===== src/rtl/cba_pkg.sv =====
// Shared definitions for the chunked bitmap slot allocator.
// Default sizes, port widths, action and status codes. No dependencies.
package cba_pkg;

  localparam int NUM_CHUNKS_DEF    = 16;
  localparam int MAX_SLOTS_DEF     = 64;
  localparam int CONTEXT_WIDTH_DEF = 64;

  localparam int CFG_W       = 7;
  localparam int CTX_PORT_W  = 64;
  localparam int CHUNK_IDX_W = 4;
  localparam int SLOT_IDX_W  = 6;
  localparam int STATUS_W    = 2;

  localparam logic ACT_ALLOC = 1'b0;
  localparam logic ACT_FREE  = 1'b1;

  localparam logic [CFG_W-1:0] SLOTS_RESET = CFG_W'(64);

  typedef enum logic [STATUS_W-1:0] {
    STATUS_OK            = 2'd0,
    STATUS_POOL_FULL     = 2'd1,
    STATUS_NOT_OPENED    = 2'd2,
    STATUS_NOT_ALLOCATED = 2'd3
  } status_t;

endpackage


===== src/rtl/cba_slot_search.sv =====
// Free-slot search over one chunk bitmap: lowest and second lowest clear bit
// at or above a start index and below a limit. Depends on cba_pkg.
module cba_slot_search import cba_pkg::*; #(
  parameter int MAX_SLOTS = MAX_SLOTS_DEF,
  localparam int SLOT_W = $clog2(MAX_SLOTS),
  localparam int LF_W   = $clog2(MAX_SLOTS + 1)
) (
  input  logic [MAX_SLOTS-1:0] slot_map,
  input  logic [LF_W-1:0]      start,
  input  logic [LF_W-1:0]      limit,
  output logic                 found,
  output logic [SLOT_W-1:0]    slot,
  output logic [MAX_SLOTS-1:0] slot_bit,
  output logic [LF_W-1:0]      next_open
);

  logic [MAX_SLOTS-1:0] cand;
  logic [MAX_SLOTS-1:0] rest;
  logic [MAX_SLOTS-1:0] rest_bit;
  logic [SLOT_W-1:0]    rest_slot;

  always_comb begin
    for (int i = 0; i < MAX_SLOTS; i++) begin
      cand[i] = !slot_map[i] && (LF_W'(i) < limit) && (LF_W'(i) >= start);
    end
    slot_bit = cand & (~cand + MAX_SLOTS'(1));
    rest     = cand & ~slot_bit;
    rest_bit = rest & (~rest + MAX_SLOTS'(1));
    found    = |cand;
    slot      = '0;
    rest_slot = '0;
    for (int i = 0; i < MAX_SLOTS; i++) begin
      if (slot_bit[i]) begin
        slot = slot | SLOT_W'(i);
      end
      if (rest_bit[i]) begin
        rest_slot = rest_slot | SLOT_W'(i);
      end
    end
    next_open = (|rest) ? LF_W'(rest_slot) : limit;
  end

endmodule


===== config.mk =====
export PLATFORM = sky130hd
export DESIGN_NAME = cba_slot_search
export DESIGN_NICKNAME = d
export VERILOG_FILES = /design/src/rtl/cba_pkg.sv /design/src/rtl/cba_slot_search.sv
export SDC_FILE = /design/constraint.sdc
export NUM_CORES = 1
export LEC_CHECK = 0
export BUFFER_PORTS_ARGS = -buffer_cell sky130_fd_sc_hd__buf_4
export CAP_MARGIN = 20
export CELL_PAD_IN_SITES_DETAIL_PLACEMENT = 0
export CELL_PAD_IN_SITES_GLOBAL_PLACEMENT = 1
export CORE_ASPECT_RATIO = 1.75
export CORE_MARGIN = 3
export CORE_UTILIZATION = 23
export DETAILED_ROUTE_END_ITERATION = 16
export PLACE_DENSITY_LB_ADDON = 0.1
export SLEW_MARGIN = 20
export SYNTH_ARGS = -nofsm -noshare
export SYNTH_HDL_FRONTEND = slang
export SYNTH_SLANG_ARGS = --single-unit

===== constraint.sdc =====
create_clock -name vclk -period 4.68
set_input_delay 0.468 -clock vclk [all_inputs]
set_output_delay 0.468 -clock vclk [all_outputs]
set_load 0.1 [all_outputs]

==> results.md, run 1 <==
* Pre-CTS WS at -0.6521 ns
* Die X-Extent at 121.2 microns
* Post-synthesis net count at 950
* Syn Area/Cell at 6.130 sq um
* Pwr/cell area at 160.4 nW/um^2
* Core outline area at 22,830 sq um
* F_max at 0.2036 GHz
* Post-Synthesis Cells at 872
* RSZ-0062 raised after global routing: true
* # fillers at 2,402
* Post-DP HPWL at 38.81 mm
* Netlist cell types at 96
* Register Area at 0 sq um
* Final core utilization at 0.5111
* Synth warn at 0
* Sequential cell count at 0
* Least-Margin Pin Slew at 0.8457 ns
* Vias in the first global route at 10,414
* Starting DRT DRC Count at 578
* Most frequent cells after synthesis: nor2_1 (119), nand2_1 (86), a21oi_1 (58)
* Crit path required time at 4.21 ns
* Tmin final at 4.912 ns
* # rows at 73
* Synth Cell Area at 5345 sq um
* Max cap viols at 0
* Synth top area share at 0.08357
* Post-route ant nets at 0
* Post-DR vias/cell at 5.627
* CP endpoint kind: output port
* Final Cycle Share at 1.050
* Top post-synthesis cells by area: nor2_1 (8.4%), nand2_1 (6.0%), a21oi_1 (5.4%)
* Share of layout cells above drive strength 1 at 0.5965
* First-pass GRT wire length at 63.98 mm
* DR pass1 iterations at 6
* Final WS setup at -0.2323 ns
* Hold buffers post-CTS at 0
* Hold_sp: slot_map[15]
* Sequential area share after synthesis at 0
* Hold-critical path depth at 5
* Final Max Tran Viols at 0
* # clk buffers at 0
* Routed wire length at 45.20 mm
* WS Path Type: primary input to output port
* Relative max-transition margin at 0.4310
* Initial antenna violation count at 0
* Grt ovf at 0
* Syn-to-layout area delta at 118.4%
* Global placement routability congestion at 1.028
* Kind of start point of the critical path: primary input
* Layout Cells excl Fill at 1,745
* Pleak at 0.005421 uW
* Total GRT Usage at 0.3433
* Count leader, synth: nor2_1
* Number of port buffers at 156
* Failing checks: setup timing
* Pin count of the biggest net entering global routing at 24
* Worst IR drop on VDD at 0.2680 mV
* Die H at 207.7 microns
* Count of final setup violators at 7
* Via count at 9,819
* Worst Hold Class: primary input to output port
* Die ar. at 25,180 sq um
* Post-route DRC violation count at 0
* Hold Path Sink: slot_bit[15]
* IO Count at 156
* Starting Density at 0.2341
* DR WL/cell at 25.90 microns
* Status: complete, but fails checks
* Area leader, netlist: nor2_1
* Worst-path fanout max at 5
* Arrival time worst endpoint at 4.44 ns
* N_diodes at 0
* Final Hold Vio Count at 0
* Placed insts at 1,695
* Post-layout nets at 1,525
## critical path, stage by stage
cell       delay [ns]
buf_6            0.11
or4b_4           0.59
o2111ai_4        0.24
o41ai_4          0.13
or4_4            0.49
nor4_4           0.15
buf_4            0.19
nand4_1          0.17
buf_4            0.19
buf_6            0.12
o22ai_4          0.10
nor3b_4          0.22
or4b_4           0.48
o21ai_2          0.16
a22oi_2          0.10
o2111ai_2        0.14
o32a_4           0.22
buf_12           0.16
## kinds of logic (layout without fill, tap and decap cells)
logic type | count (synthesis) | count (layout) | share of synthesized area
simple gates | 527 | 527 | 0.5646
compound gates | 255 | 255 | 0.3493
buf+inv | 78 | 651 | 0.06437
fa+ha+maj | 8 | 8 | 0.01522
xor+xnor | 4 | 4 | 0.006556
## cell type report
type / count / area [sq um] / share of cell area
Multi-Input combinational cell: 794 / 6241 / 0.5347
Timing Repair Buffer: 622 / 4938 / 0.4231
Tap cell: 300 / 375.4 / 0.03216
Inverter: 29 / 116.4 / 0.009970
## worst max path at each step
stage | start | to | slack (ns)
global route | limit[5] | next_open[2] | -0.35
finish | limit[4] | next_open[2] | -0.23
floorplan | limit[6] | slot[5] | -0.75
detailed placement | limit[4] | next_open[1] | -0.65
CTS | limit[4] | next_open[4] | -0.20
global placement | limit[4] | next_open[0] | -0.65
## where the power goes
group | total [uW] | internal, uW | leakage, uW | switching [uW]
logic | 1870 | 791 | 0.00542 | 1080
clock network | 0 | 0 | 0 | 0
registers | 0 | 0 | 0 | 0
total | 1870 | 791 | 0.00542 | 1080
## routing by layer
metal | share of wire | track usage
met2 | 0.51 | 0.6473
met4 | 0.12 | 0.2897
met1 | 0.32 | 0.3253
met5 | 0 | 0
met3 | 0.043 | 0.02563
## placed cells by master (no fill, tap or decap), types with 7 or more instances in the layout
cell type and instances:
nand2_1 79, nor2_1 94, nor3_2 17, nor4_2 10, or2_2 10, nand3b_1 8, or3_1 15, nor2_2 21
a31oi_1 7, nor4_1 11, buf_6 19, or4_1 8, and3_1 16, nor4_4 11, and2_1 16, a21o_1 10
buf_4 586, nand2_2 7, nand2b_1 7, a21oi_1 44, a2111o_1 9, nand4_1 20, inv_1 26, buf_12 14
nand3_1 43, or4_4 9, o211ai_1 13, nor3_1 27, o21ai_0 28, nor3_4 14, a21oi_2 12, a211o_1 8
## timing repair
| action | 4_1_cts | 5_1_grt |
|---|---|---|
| gates resized for setup | 121 | 103 |
| hold endpoints to repair | 0 | 0 |
| pin swaps | 44 | 47 |
| setup endpoints to repair | 13 | 15 |
| setup buffers | 31 | 21 |
## per-stage QoR
step	total power (uW)	setup TNS [ns]	area (sq um)	hold WS, ns
after global placement	1562	-4.760	10200	1.558
after floorplan	909.1	-3.079	5822	1.190
after CTS	1732	-0.9541	11000	1.570
after detailed placement	1559	-4.762	10200	1.557
final	1872	-1.019	11670	1.571
after global routing	1954	-2.002	11670	1.583
No activity file was read; power rests on OpenSTA's default activity.
==> inputs of run 2 (changes only) <==
==> constraint.sdc (replaced) <==
create_clock -name vclk -period 5.2
set_input_delay 0.52 -clock vclk [all_inputs]
set_output_delay 0.52 -clock vclk [all_outputs]
set_load 0.1 [all_outputs]
==> results.md, run 2 (same netlist as run 1, synthesis figures left out) <==
* Final Hold Vio Count at 0 (unchanged)
* Post-layout nets at 1,412 (-7.4%)
* Die ar. at 25,180 sq um (unchanged)
* Relative max-transition margin at 0.2595 (-0.1715)
* Post-DP HPWL at 37.83 mm (-2.5%)
* F_max at 0.1958 GHz
* Slowest CP cell: nor3_1
* IO Count at 156 (unchanged)
* Worst path bufs/invs at 9 (+4)
* Layout Cells excl Fill at 1,633 (-6.4%)
* Crit path required time at 4.68 ns (+0.47 ns)
* Core outline area at 22,830 sq um (unchanged)
* WP depth at 20 (+2)
* Final Cycle Share at 0.9821
* DR WL/cell at 26.86 microns (+3.7%)
* Vias in the first global route at 9,846 (-5.5%)
* Kind of start point of the critical path: primary input
* Sequential cell count at 0 (unchanged)
* Post-route DRC violation count at 0 (unchanged)
* Hold buffers post-CTS at 0 (unchanged)
* Number of port buffers at 156 (unchanged)
* # clk buffers at 0 (unchanged)
* Hold-critical path depth at 4 (-1)
* Multi-input gate area at 5869 sq um (-6.0%)
* Arrival time worst endpoint at 4.59 ns (+0.15 ns)
* Least-Margin Pin Slew at 1.101 ns (+0.2549 ns)
* Post-DR vias/cell at 5.902 (+4.9%)
* Most frequent cells in the layout: buf_4 (483), nor2_1 (99), nand2_1 (81)
* CP endpoint kind: output port
* Starting DRT DRC Count at 737 (+28%)
* Die X-Extent at 121.2 microns (unchanged)
* Sequence of cells on the critical path: buf_4 -> buf_6 -> buf_8 -> nor4bb_4 -> buf_4 -> and2_1 -> or4_4 -> nand4_1 -> nand4b_1 -> buf_4 -> nor4_4 -> buf_4 -> buf_6 -> nand2_4 -> buf_4 -> or3_1 -> nand3_1 -> nor3_1 -> nand4_1 -> buf_4
* Tmin final at 5.107 ns
* Worst path max stage delay at 0.57 ns (-0.02 ns)
* # fillers at 2,488 (+3.6%)
* Grt ovf at 0 (unchanged)
* Post-route ant nets at 0 (unchanged)
* Final Max Tran Viols at 0 (unchanged)
* Syn-to-layout area delta at 93.68%
* Pin count of the biggest net entering global routing at 20 (-17%)
* Initial antenna violation count at 0 (unchanged)
* Worst Hold Class: primary input to output port
* Max cap viols at 0 (unchanged)
* Placed insts at 1,605 (-5.3%)
* Worst-path fanout max at 9 (+4)
* Total GRT Usage at 0.3314 (-0.01191)
* Starting Density at 0.2341 (unchanged)
* Die H at 207.7 microns (unchanged)
* WS Path Type: primary input to output port
* Most frequent CP cell: buf_4
* Share of layout cells above drive strength 1 at 0.5263 (-0.07026)
* Register Area at 0 sq um (unchanged)
* # rows at 73 (unchanged)
* Commonest non-fill, non-tap cell in the layout: buf_4
* First-pass GRT wire length at 61.83 mm (-3.4%)
* Routed wire length at 43.86 mm (-3.0%)
* Status: completed
* Count of final setup violators at 0 (-7)
* Via count at 9,638 (-1.8%)
* Global placement routability congestion at 1.113 (+8.2%)
* DR pass1 iterations at 7 (+1)
* Crit-path leading delay family: simple AND/OR/NAND/NOR gates
[run 2: changes by cell type in the layout (fill, tap and decap cells not counted), moves of 4 or more]
cell and change:
buf_4 -103, nor3_1 +5, buf_12 -7, nor4b_1 +4, nor2_1 +5, nor4_2 -4
nor4_1 +5, nand3_2 +4, buf_6 -5, nor2_2 -4, nor3_2 -5
[run 2: routing by layer]
layer / global-route usage / vias up / routed length (microns)
li1: - / 4346 / -
met1: 0.3182 / 4559 / 14240
met2: 0.6241 / 534 / 22690
met3: 0.03081 / 199 / 2139
met4: 0.2631 / 0 / 4786
met5: 0 / - / 0
[run 2: layout make-up]
cell class,instances,area share
tap,300,0.03626
multi-input combinational,794,0.5670
antenna,1,0.0002417
inverter,29,0.01124
timing repair buffer,509,0.3853
[run 2: worst paths after layout]
check                    start           end  slack [ns]
setup / recovery      limit[3]       slot[4]        0.09
hold / removal    slot_map[14]  slot_bit[14]        1.62
[run 2: timing repair]
action,4_1_cts,5_1_grt
pin swaps,6,59
gates resized for setup,38,120
buffers inserted,3,25
cloned,0,1
endpoints found under the setup margin,7,12
[run 2: per-stage QoR]
step | util | setup TNS (ns) | worst slack, ns | hold WS, ns | cell area (sq um)
finish | 0.4534 | 0 | 0.09288 | 1.617 | 10350
global route | 0.4533 | -0.1472 | -0.06473 | 1.633 | 10350
CTS | 0.4205 | 0 | 0.0002922 | 1.616 | 9603
detailed placement | 0.4124 | -1.744 | -0.3950 | 1.616 | 9417
global placement | 0.4124 | -1.681 | -0.3963 | 1.621 | 9417
floorplan | - | -0.8226 | -0.3582 | 1.303 | 5623
==> inputs of run 3 (changes only) <==
--- a/config.mk
+++ b/config.mk
@@ -5,6 +5,7 @@
 export SDC_FILE = /design/constraint.sdc
 export NUM_CORES = 1
 export LEC_CHECK = 0
+export ABC_CLOCK_PERIOD_IN_PS = 5200
 export BUFFER_PORTS_ARGS = -buffer_cell sky130_fd_sc_hd__buf_4
 export CAP_MARGIN = 20
 export CELL_PAD_IN_SITES_DETAIL_PLACEMENT = 0
==> constraint.sdc (replaced) <==
create_clock -name vclk -period 5.2
set_input_delay 0.78 -clock vclk [all_inputs]
set_output_delay 0.78 -clock vclk [all_outputs]
set_load 0.1 [all_outputs]
==> results.md, run 3 (same netlist as run 1, synthesis figures left out) <==
* Status: complete, but fails checks
* Failing checks: setup timing
* Layout Cells excl Fill at 1,784 (+9.2%)
* CP endpoint kind: output port
* Placed insts at 1,725 (+7.5%)
* N_diodes at 0 (-1)
* DR pass1 iterations at 5 (-2)
* F_max at 0.1776 GHz (-9.3%)
* Tmin final at 5.630 ns (+0.5224 ns)
* Post-DP HPWL at 38.35 mm (+1.4%)
* Die X-Extent at 121.2 microns (unchanged)
* Kind of start point of the critical path: primary input
* First-pass GRT wire length at 63.40 mm (+2.5%)
* Post-DR vias/cell at 5.651 (-4.3%)
* Hold_sp: slot_map[14]
* RSZ-0062 raised after global routing: true
* Pleak at 0.005765 uW
* Final Max Tran Viols at 0 (unchanged)
* Routed wire length at 44.88 mm (+2.3%)
* WS Path Type: primary input to output port
* Most frequent cells in the layout: buf_4 (606), nor2_1 (92), nand2_1 (77)
* Post-route ant nets at 0 (unchanged)
* # rows at 73 (unchanged)
* Via count at 10,081 (+4.6%)
* Final WS setup at -0.4295 ns (-0.5224 ns)
* Post-layout nets at 1,564 (+11%)
* Global Route met1 Usage at 0.3196 (+0.001483)
* Vias in the first global route at 10,363 (+5.3%)
* Worst-path fanout max at 6 (-3)
* Final Cycle Share at 1.083 (+0.1005)
* Die ar. at 25,180 sq um (unchanged)
* Gr busiest metal: met2
* Worst IR drop on VDD at 0.2184 mV
* Number of port buffers at 156 (unchanged)
* # fillers at 2,322 (-6.7%)
* Worst path max stage delay at 0.60 ns (+0.03 ns)
* Max cap viols at 0 (unchanged)
* Initial antenna violation count at 0 (unchanged)
* Total GRT Usage at 0.3376 (+0.006224)
* Met2 usage in global routing at 0.6304 (+0.006339)
* Hold-critical path depth at 4 (unchanged)
* Hold Path Sink: slot_bit[14]
* Most frequent CP cell: buf_4
* # clk buffers at 0 (unchanged)
* Core outline area at 22,830 sq um (unchanged)
* DR WL/cell at 25.16 microns (-6.3%)
* WP depth at 21 (+5.0%)
* Count of final setup violators at 13 (+13)
* Worst path bufs/invs at 8 (-1)
* Arrival time worst endpoint at 4.85 ns (+0.26 ns)
* Final setup TNS at -2.726 ns (-2.726 ns)
* Share of layout cells above drive strength 1 at 0.6105 (+0.08424)
* IO Count at 156 (unchanged)
* Commonest non-fill, non-tap cell in the layout: buf_4
* Pin count of the biggest net entering global routing at 18 (-10%)
* Starting DRT DRC Count at 750 (+1.8%)
* Global placement routability congestion at 1.041 (-6.4%)
* Sequence of cells on the critical path: buf_4 -> or4_4 -> or3_4 -> o21ai_1 -> buf_4 -> nor4_4 -> buf_4 -> nand3_4 -> nor3_4 -> buf_6 -> buf_12 -> and2_4 -> maj3_2 -> nand4b_4 -> nor4_4 -> buf_4 -> buf_4 -> a211oi_4 -> nand3_1 -> o41a_4 -> buf_12
* Crit path required time at 4.42 ns (-0.26 ns)
* Least-Margin Pin Slew at 0.7044 ns (-0.3962 ns)
* Slowest CP cell: or4_4
* Worst Hold Class: primary input to output port
* Hold buffers post-CTS at 0 (unchanged)
* Register Area at 0 sq um (unchanged)
* Sequential cell count at 0 (unchanged)
* Relative max-transition margin at 0.5261 (+0.2666)
* Die H at 207.7 microns (unchanged)
* Crit-path leading delay family: simple AND/OR/NAND/NOR gates
* Syn-to-layout area delta at 128.3%
* Final Hold Vio Count at 0 (unchanged)
* Starting Density at 0.2341 (unchanged)
* Pwr/cell area at 142.5 nW/um^2
* Post-route DRC violation count at 0 (unchanged)
* Met3 Resource Use GR at 0.02290 (-0.007906)
* Tot Pwr at 1739 uW
* Grt ovf at 0 (unchanged)
-- run 3: cell count changes in the layout (fill, tap and decap cells not counted), moves of 6 or more --
cell | previous run | this run
or3_1 | 18 | 12
buf_4 | 483 | 606
nor3_2 | 12 | 19
or3_4 | 3 | 9
nand3_4 | 2 | 8
nor2_1 | 99 | 92
buf_12 | 7 | 23
nor3_1 | 32 | 25
buf_6 | 14 | 25
-- run 3: how the worst max path moves through the flow --
stage	from	slack, ns	to
5_1_grt	limit[5]	-0.51	next_open[0]
3_3_place_gp	limit[4]	-0.68	next_open[1]
2_1_floorplan	limit[6]	-0.86	slot[5]
3_5_place_dp	limit[4]	-0.76	next_open[0]
6_report	start[6]	-0.43	next_open[4]
4_1_cts	limit[4]	-0.29	next_open[0]
-- run 3: power by group --
part	switching (uW)	internal [uW]	total (uW)
clock	0	0	0
sequential	0	0	0
combinational	988	751	1740
total	988	751	1740
-- run 3: routing by layer --
layer,up-vias,part of all wire
met3,195,0.041
met4,0,0.12
met1,4760,0.32
li1,4644,-
met2,482,0.52
met5,-,0
-- run 3: worst min-delay path: stages --
cell and delay, ns:
buf_4 0.10, or4_1 0.17, nor2_1 0.08, buf_4 0.23
-- run 3: cell type report --
cell class / instances / area [sq um] / share of cell area
Multi-Input combinational cell: 795 / 6331 / 0.5188
Timing Repair Buffer: 660 / 5381 / 0.4409
Tap cell: 300 / 375.4 / 0.03076
Inverter: 29 / 116.4 / 0.009535
-- run 3: timing repair --
item | CTS | global route
gates cloned | 1 | 0
gates resized for setup | 178 | 83
pin swaps | 67 | 50
setup endpoints to repair | 15 | 14
buffers inserted | 39 | 24
-- run 3: per-stage QoR --
| step | utilization | hold slack [ns] | instance area (sq um) | setup WS [ns] |
|---|---|---|---|---|
| final | 0.5345 | 2.139 | 12200 | -0.4295 |
| after global placement | 0.4630 | 2.128 | 10570 | -0.6800 |
| after global routing | 0.5345 | 2.139 | 12200 | -0.5116 |
| after CTS | 0.5099 | 2.126 | 11640 | -0.2935 |
| after floorplan | - | 1.823 | 5929 | -0.8572 |
| after detailed placement | 0.4630 | 2.126 | 10570 | -0.7587 |
